<file path="src/hw/rtl/adi_pkg.sv">
package adi_pkg;

  // one byte waiting in the input register
  typedef struct packed {
    logic       valid;
    logic [7:0] ch;
  } char_item_t;

  // one finished conversion
  typedef struct packed {
    logic               valid;
    logic signed [31:0] value;
    logic               error;
  } result_t;

  // handshake state of the output register, seen by the parser
  typedef struct packed {
    logic full;
    logic stall;
  } out_status_t;

endpackage

</file>
<file path="src/hw/rtl/ascii_decimal_to_int32.sv">
// Strict ASCII decimal to signed 32-bit converter.
// Input channel: in_valid / in_stall with char_in, one byte of a NUL-terminated
// string per transaction. Leading whitespace, one optional sign, then digits
// that must run up to the NUL.
// Output channel: out_valid / out_stall with value_out and error. Exactly one
// transaction per string, produced by its NUL byte; error is set (and
// value_out is 0) for an empty string, a stray character or a value outside
// the int32 range.
// Throughput is one byte per clock while in_stall is low. A byte is held in the input
// register, then the parser updates its state and, for a NUL, loads the output
// register, which drives out_valid.
// When the receiver stalls, the result is held in the output register; bytes
// other than NUL keep flowing, and a second NUL waits in the input register,
// asserting in_stall, until the held result is taken.
// Synchronous reset clears both valids and returns the parser to the
// leading-whitespace phase with an empty magnitude.
module ascii_decimal_to_int32 (
  input  logic               clk,
  input  logic               rst,
  input  logic               in_valid,
  output logic               in_stall,
  input  logic [7:0]         char_in,
  output logic               out_valid,
  input  logic               out_stall,
  output logic signed [31:0] value_out,
  output logic               error
);
  import adi_pkg::*;

  char_item_t  item;
  result_t     result;
  out_status_t out_status;
  logic        advance;

  adi_in_stage u_in_stage (
    .clk      (clk),
    .rst      (rst),
    .in_valid (in_valid),
    .char_in  (char_in),
    .advance  (advance),
    .in_stall (in_stall),
    .item     (item)
  );

  adi_parse u_parse (
    .clk        (clk),
    .rst        (rst),
    .item       (item),
    .out_status (out_status),
    .advance    (advance),
    .result     (result)
  );

  adi_out_stage u_out_stage (
    .clk        (clk),
    .rst        (rst),
    .result     (result),
    .out_stall  (out_stall),
    .out_status (out_status),
    .out_valid  (out_valid),
    .value_out  (value_out),
    .error      (error)
  );

  // input back-pressure only comes from a held result
  assert property (@(posedge clk) disable iff (rst) in_stall |-> out_valid && out_stall)
    else $error("in_stall without a held result");

  // an error result always carries zero
  assert property (@(posedge clk) disable iff (rst) out_valid && error |-> value_out == 32'sd0)
    else $error("error result with nonzero value");

  // reset empties the output register
  assert property (@(posedge clk) rst |=> !out_valid)
    else $error("out_valid after reset");

endmodule

</file>
<file path="src/hw/rtl/adi_in_stage.sv">
module adi_in_stage (
  input  logic               clk,
  input  logic               rst,
  input  logic               in_valid,
  input  logic [7:0]         char_in,
  input  logic               advance,
  output logic               in_stall,
  output adi_pkg::char_item_t item
);
  import adi_pkg::*;

  logic       held_valid;
  logic       held_valid_next;
  logic [7:0] held_char;
  logic       take;

  // stall only while the held byte cannot move on
  assign in_stall = held_valid && !advance;
  assign take     = in_valid && !in_stall;

  always_comb begin
    if (take) begin
      held_valid_next = 1'b1;
    end else if (advance) begin
      held_valid_next = 1'b0;
    end else begin
      held_valid_next = held_valid;
    end
  end

  always_ff @(posedge clk) begin
    if (rst) begin
      held_valid <= 1'b0;
    end else begin
      held_valid <= held_valid_next;
    end
  end

  always_ff @(posedge clk) begin
    if (take) begin
      held_char <= char_in;
    end
  end

  assign item.valid = held_valid;
  assign item.ch    = held_char;

endmodule

</file>
<file path="src/hw/rtl/adi_parse.sv">
module adi_parse (
  input  logic                 clk,
  input  logic                 rst,
  input  adi_pkg::char_item_t  item,
  input  adi_pkg::out_status_t out_status,
  output logic                 advance,
  output adi_pkg::result_t     result
);
  import adi_pkg::*;

  typedef enum logic [2:0] {
    PH_LEAD   = 3'b001,
    PH_SIGN   = 3'b010,
    PH_DIGITS = 3'b100
  } phase_t;

  localparam logic [7:0]  CH_NUL    = 8'h00;
  localparam logic [7:0]  CH_ZERO   = 8'h30;
  localparam logic [7:0]  CH_NINE   = 8'h39;
  localparam logic [7:0]  CH_PLUS   = 8'h2B;
  localparam logic [7:0]  CH_MINUS  = 8'h2D;
  localparam logic [7:0]  CH_SPACE  = 8'h20;
  localparam logic [7:0]  CH_TAB    = 8'h09;
  localparam logic [7:0]  CH_CR     = 8'h0D;
  localparam logic [31:0] LIMIT_MAG = 32'h8000_0000;

  phase_t      phase;
  phase_t      phase_next;
  logic        negative;
  logic        negative_next;
  logic [31:0] magnitude;
  logic [31:0] magnitude_next;
  logic        overflowed;
  logic        overflowed_next;
  logic        bad_char;
  logic        bad_char_next;

  logic        is_nul;
  logic        is_digit;
  logic        is_blank;
  logic        is_sign;
  logic        in_lead;
  logic        in_digits;
  logic [3:0]  digit;
  logic [34:0] prod;
  logic        err;

  assign is_nul   = (item.ch == CH_NUL);
  assign is_digit = (item.ch >= CH_ZERO) && (item.ch <= CH_NINE);
  assign is_blank = (item.ch == CH_SPACE) || ((item.ch >= CH_TAB) && (item.ch <= CH_CR));
  assign is_sign  = (item.ch == CH_PLUS) || (item.ch == CH_MINUS);
  assign digit    = 4'(item.ch - CH_ZERO);

  // magnitude * 10 + digit as two shifts and two adds
  assign prod = {magnitude, 3'b000} + {2'b00, magnitude, 1'b0} + {31'd0, digit};

  always_comb begin
    unique case (phase)
      PH_LEAD: begin
        in_lead   = 1'b1;
        in_digits = 1'b0;
      end
      PH_SIGN: begin
        in_lead   = 1'b0;
        in_digits = 1'b0;
      end
      default: begin
        in_lead   = 1'b0;
        in_digits = 1'b1;
      end
    endcase
  end

  // a nul waits only when the output register is still held
  assign advance = item.valid && (!is_nul || !out_status.full || !out_status.stall);

  // a saturated magnitude of 2^31 is only legal as a negative value
  assign err = bad_char || !in_digits || overflowed || (!negative && magnitude[31]);

  assign result.valid = advance && is_nul;
  assign result.error = err;
  assign result.value = err ? 32'sd0 : (negative ? $signed(32'd0 - magnitude)
                                                  : $signed(magnitude));

  always_comb begin
    phase_next      = phase;
    negative_next   = negative;
    magnitude_next  = magnitude;
    overflowed_next = overflowed;
    bad_char_next   = bad_char;
    if (advance) begin
      priority if (is_nul) begin
        phase_next      = PH_LEAD;
        negative_next   = 1'b0;
        magnitude_next  = 32'd0;
        overflowed_next = 1'b0;
        bad_char_next   = 1'b0;
      end else if (bad_char) begin
        // rest of the string is ignored
      end else if (is_digit) begin
        phase_next = PH_DIGITS;
        if (prod > {3'b000, LIMIT_MAG}) begin
          overflowed_next = 1'b1;
          magnitude_next  = LIMIT_MAG;
        end else begin
          magnitude_next = prod[31:0];
        end
      end else if (in_lead && is_blank) begin
        // skip leading whitespace
      end else if (in_lead && is_sign) begin
        negative_next = (item.ch == CH_MINUS);
        phase_next    = PH_SIGN;
      end else begin
        bad_char_next = 1'b1;
      end
    end
  end

  always_ff @(posedge clk) begin
    if (rst) begin
      phase      <= PH_LEAD;
      negative   <= 1'b0;
      magnitude  <= 32'd0;
      overflowed <= 1'b0;
      bad_char   <= 1'b0;
    end else begin
      phase      <= phase_next;
      negative   <= negative_next;
      magnitude  <= magnitude_next;
      overflowed <= overflowed_next;
      bad_char   <= bad_char_next;
    end
  end

endmodule

</file>
<file path="src/hw/rtl/adi_out_stage.sv">
module adi_out_stage (
  input  logic                  clk,
  input  logic                  rst,
  input  adi_pkg::result_t      result,
  input  logic                  out_stall,
  output adi_pkg::out_status_t  out_status,
  output logic                  out_valid,
  output logic signed [31:0]    value_out,
  output logic                  error
);
  import adi_pkg::*;

  logic out_valid_next;

  // the parser only hands over a result when this register is free to take it
  always_comb begin
    if (result.valid) begin
      out_valid_next = 1'b1;
    end else if (!out_stall) begin
      out_valid_next = 1'b0;
    end else begin
      out_valid_next = out_valid;
    end
  end

  always_ff @(posedge clk) begin
    if (rst) begin
      out_valid <= 1'b0;
    end else begin
      out_valid <= out_valid_next;
    end
  end

  always_ff @(posedge clk) begin
    if (result.valid) begin
      value_out <= result.value;
      error     <= result.error;
    end
  end

  assign out_status.full  = out_valid;
  assign out_status.stall = out_stall;

endmodule

</file>
<file path="config.mk">
export PLATFORM = sky130hd
export DESIGN_NAME = ascii_decimal_to_int32
export DESIGN_NICKNAME = d
export VERILOG_FILES = /design/src/hw/rtl/adi_pkg.sv /design/src/hw/rtl/ascii_decimal_to_int32.sv /design/src/hw/rtl/adi_in_stage.sv /design/src/hw/rtl/adi_parse.sv /design/src/hw/rtl/adi_out_stage.sv
export SDC_FILE = /design/constraint.sdc
export NUM_CORES = 1
export LEC_CHECK = 0
export BUFFER_PORTS_ARGS = -buffer_cell sky130_fd_sc_hd__buf_2
export CORE_UTILIZATION = 55
export DETAILED_ROUTE_END_ITERATION = 16
export HOLD_SLACK_MARGIN = 0.06
export PLACE_DENSITY_LB_ADDON = 0.25
export SLEW_MARGIN = 40
export SYNTH_ARGS = -nofsm -noshare
export SYNTH_HDL_FRONTEND = slang
export SYNTH_HIERARCHICAL = 1
export SYNTH_SLANG_ARGS = --single-unit
</file>
<file path="constraint.sdc">
create_clock -name clk -period 3.7 [get_ports clk]
set_input_delay 0.74 -clock clk [delete_from_list [all_inputs] [get_ports clk]]
set_output_delay 0.74 -clock clk [all_outputs]
set_load 0.01 [all_outputs]
</file>
==> results.json <==
{
  "status": "completed",
  "drc": 0,
  "cts_hold_buf": 0,
  "criticalPathCategory": "flip-flop to flip-flop",
  "avgViaCountPerCell": 6.17,
  "cts.clk_slew.worst_paths_ns": 0.08,
  "vdd_drop_max_mv": 0.213,
  "yosysSeqAreaShare": 0.332,
  "grt_max_degree": 35,
  "r2r-end": "u_parse/magnitude[0]$_SDFFE_PP0P_",
  "rows": 38,
  "clkLatencyLatePin_ns": 0.35,
  "rrSetupSlack_ns": 0.07,
  "pre_cts_ws_ns": -0.177,
  "hold_path.class": "flip-flop to flip-flop",
  "p_per_area_nw_per_um2": 226,
  "worst-path-buf-inv": 4,
  "slew_viol_final": 0,
  "endpoint_kind": "flip-flop",
  "final_util": 0.667,
  "antenna_found_initial": 0,
  "worst-path-stages": 16,
  "cts_tree": "done",
  "syn-num-nets": 764,
  "drtAntennaViolNets": 0,
  "synth_top_family_by_area": "compound AO/OA/AOI/OAI gates",
  "die-area_um2": 11600,
  "place_congestion": 0.997,
  "globalRouteTotalUtil": 0.293,
  "synth_adder_area_share": 0.137,
  "synthSimpleGateAreaFrac": 0.185,
  "vias": 5715,
  "finalCritPeriodShare": 0.980,
  "min_to": "u_parse/bad_char$_SDFFE_PP0P_",
  "synth.distinct_cells": 69,
  "numCtsBuffers": 9,
  "critPathSlowestCell": "edfxtp_1",
  "r2r-start": "u_in_stage/held_char[2]$_DFFE_PP_",
  "wire_per_inst_um": 18.0,
  "grt_overflow": 0,
  "critPathTopFamily": "compound AO/OA/AOI/OAI gates",
  "synthMuxAreaShare": 0.00164,
  "synth_xor_area_frac": 0.0742,
  "avgSynthCellArea_um2": 8.92,
  "start_kind": "flip-flop",
  "reg2reg_depth": 16,
  "maxCapViolCount": 0,
  "final_common_cell": "nand2_1",
  "wirelength_mm": 16.7,
  "worstPathArrival_ns": 3.93,
  "yosysWarnings": 6,
  "fmax_mhz": 276,
  "grt_pass1_vias": 5357,
  "root_buffer": "clkbuf_8",
  "timing.final.ws_setup_ns": 0.0739,
  "hpwl_mm": 13.1,
  "drive_gt1_frac": 0.215,
  "worst_pin_slew_ns": 0.746,
  "portBuffers": 46,
  "antenna_cells": 0,
  "crit_required_ns": 4.00,
  "clock-sinks": 81,
  "die_w_um": 107,
  "drt-initial-drc-count": 409,
  "yosys_register_bits": 81,
  "fillers": 885,
  "synthArstFlopShare": 0,
  "synthCells": 686,
  "initial_core_util": 0.565,
  "die_h_um": 107,
  "crit_chain": "ha_1 -> ha_2 -> inv_2 -> fa_2 -> nand2b_4 -> a211o_1 -> a211o_4 -> buf_6 -> buf_4 -> a21oi_2 -> a211oi_2 -> a211oi_2 -> nand4_1 -> o31ai_4 -> buf_6 -> a32o_1",
  "finalHoldViolCount": 0,
  "fin_nets": 859,
  "hold_start": "u_in_stage/held_valid$_SDFFE_PP0P_",
  "synth_compound_area_frac": 0.243,
  "syn_area_um2": 6120,
  "area_growth_pct": 18.1,
  "final_cell_mix": "nand2_1, buf_4, ha_1",
  "finClkSkew_ns": 0.00775,
  "core-area_um2": 10800,
  "stdcell_area_um2": 7230,
  "clockBufferDepth": 2,
  "htree_levels": 3,
  "hold-worst-slack_ns": 0.500,
  "finalCriticalPeriod_ns": 3.63,
  "worstHoldPathCells": 2,
  "relSlewSlack": 0.502,
  "dr.pass1.iters": 5,
  "grt_first_pass_wirelength_mm": 26.4,
  "critPathMaxFanout": 6,
  "synth_edf_count": 41,
  "grt_setup_unrepaired": "true",
  "finalPower_mw": 1.63,
  "p_leak_nw": 2.97,
  "io_pins": 47,
  "slowest_delay_ns": 0.42,
  "place_area_um2": 6830,
  "finalSetupViolCount": 0,
  "synth_flop_cell": "edfxtp_1"
}
-- worst reg2reg max path, stage by stage (launching register included) --
cell      delay [ns]
edfxtp_1        0.42
ha_1            0.31
ha_2            0.19
inv_2           0.04
fa_2            0.36
nand2b_4        0.15
a211o_1         0.30
a211o_4         0.37
buf_6           0.13
buf_4           0.12
a21oi_2         0.14
a211oi_2        0.07
a211oi_2        0.17
nand4_1         0.17
o31ai_4         0.31
buf_6           0.16
a32o_1          0.16
-- routing by layer --
layer / global-route usage / share of wire / vias up
met1: 0.395 / 0.44 / 2666
met3: 0.0381 / 0.074 / 31
met2: 0.491 / 0.47 / 215
li1: - / - / 2803
met4: 0.0841 / 0.016 / 0
met5: 0 / 0 / -
-- state kept, by name, indices dropped and copies added (netlist names) --
signal / count
u_out_stage/value_out: 32
u_parse/magnitude: 32
u_in_stage/held_char: 8
u_parse/phase: 3
u_in_stage/held_valid: 1
u_out_stage/error: 1
u_out_stage/out_valid: 1
u_parse/bad_char: 1
u_parse/negative: 1
u_parse/overflowed: 1
-- Yosys cell counts, types with 7 or more instances --
| cell | number | share of area |
|---|---|---|
| a211o_1 | 8 | 0.011 |
| a211oi_1 | 11 | 0.013 |
| a21o_1 | 10 | 0.012 |
| a21oi_1 | 53 | 0.043 |
| a32o_1 | 10 | 0.016 |
| clkbuf_1 | 21 | 0.013 |
| dfxtp_1 | 40 | 0.13 |
| edfxtp_1 | 41 | 0.20 |
| ha_1 | 64 | 0.13 |
| inv_1 | 12 | 0.0074 |
| nand2_1 | 73 | 0.045 |
| nand3_1 | 16 | 0.013 |
| nand4_1 | 11 | 0.011 |
| nor2_1 | 60 | 0.037 |
| nor3_1 | 12 | 0.0098 |
| o211ai_1 | 8 | 0.0098 |
| o21a_1 | 12 | 0.015 |
| o21ai_0 | 35 | 0.029 |
| o21ai_1 | 13 | 0.011 |
| o31ai_1 | 23 | 0.028 |
| or2_2 | 7 | 0.0072 |
| or3_1 | 8 | 0.0082 |
| xnor2_1 | 12 | 0.017 |
| xor2_1 | 38 | 0.054 |
-- how the worst max path moves through the flow --
stage                                      start                            endpoint  slack, ns
2_1_floorplan  u_parse/magnitude[0]$_SDFFE_PP0P_   u_parse/magnitude[2]$_SDFFE_PP0P_       0.06
4_1_cts        u_in_stage/held_char[2]$_DFFE_PP_   u_parse/magnitude[1]$_SDFFE_PP0P_     -0.005
6_report       u_in_stage/held_char[2]$_DFFE_PP_   u_parse/magnitude[0]$_SDFFE_PP0P_       0.07
5_1_grt        u_in_stage/held_char[3]$_DFFE_PP_   u_parse/magnitude[0]$_SDFFE_PP0P_      -0.12
3_5_place_dp   u_in_stage/held_char[3]$_DFFE_PP_  u_parse/magnitude[20]$_SDFFE_PP0P_      -0.18
3_3_place_gp   u_in_stage/held_char[3]$_DFFE_PP_   u_parse/magnitude[2]$_SDFFE_PP0P_      -0.01
-- per-stage QoR --
stage | instances | setup TNS [ns]
after floorplan | 686 | 0
after global routing | 926 | -0.715
after detailed placement | 898 | -1.14
final | 926 | 0
after global placement | 898 | -0.0425
after CTS | 923 | -0.00482
-- power breakdown --
part	switching, mW	internal (mW)	total, mW	leakage, nW
combinational	0.0389	0.0272	0.0662	2.24
sequential	0.00726	0.944	0.951	0.639
clock	0.310	0.307	0.617	0.0913
total	0.356	1.28	1.63	2.97
-- what timing repair did --
action | 4_1_cts | 5_1_grt
pin swaps | 10 | 23
endpoints found under the setup margin | 7 | 33
gates cloned | 0 | 0
setup buffers | 9 | 3
gates resized for setup | 11 | 17
-- cell families (layout without fill, tap and decap cells) --
logic type | count (synthesis) | after routing
compound gates | 220 | 220
xor+xnor | 51 | 51
fa+ha+maj | 66 | 66
buf+inv | 39 | 139
flops | 81 | 81
mux | 1 | 1
simple gates | 228 | 228
-- final cells by class --
cell class                 count  area (um^2)  share of cell area
clock buffer                  10          128              0.0177
clock inverter                 6         58.8             0.00814
inverter                      12         45.0             0.00623
multi-input combinational    566         4060               0.562
sequential                    81         2030               0.281
tap                          140          175              0.0242
timing repair buffer         111          726               0.100
No activity file was read; power rests on OpenSTA's default activity.
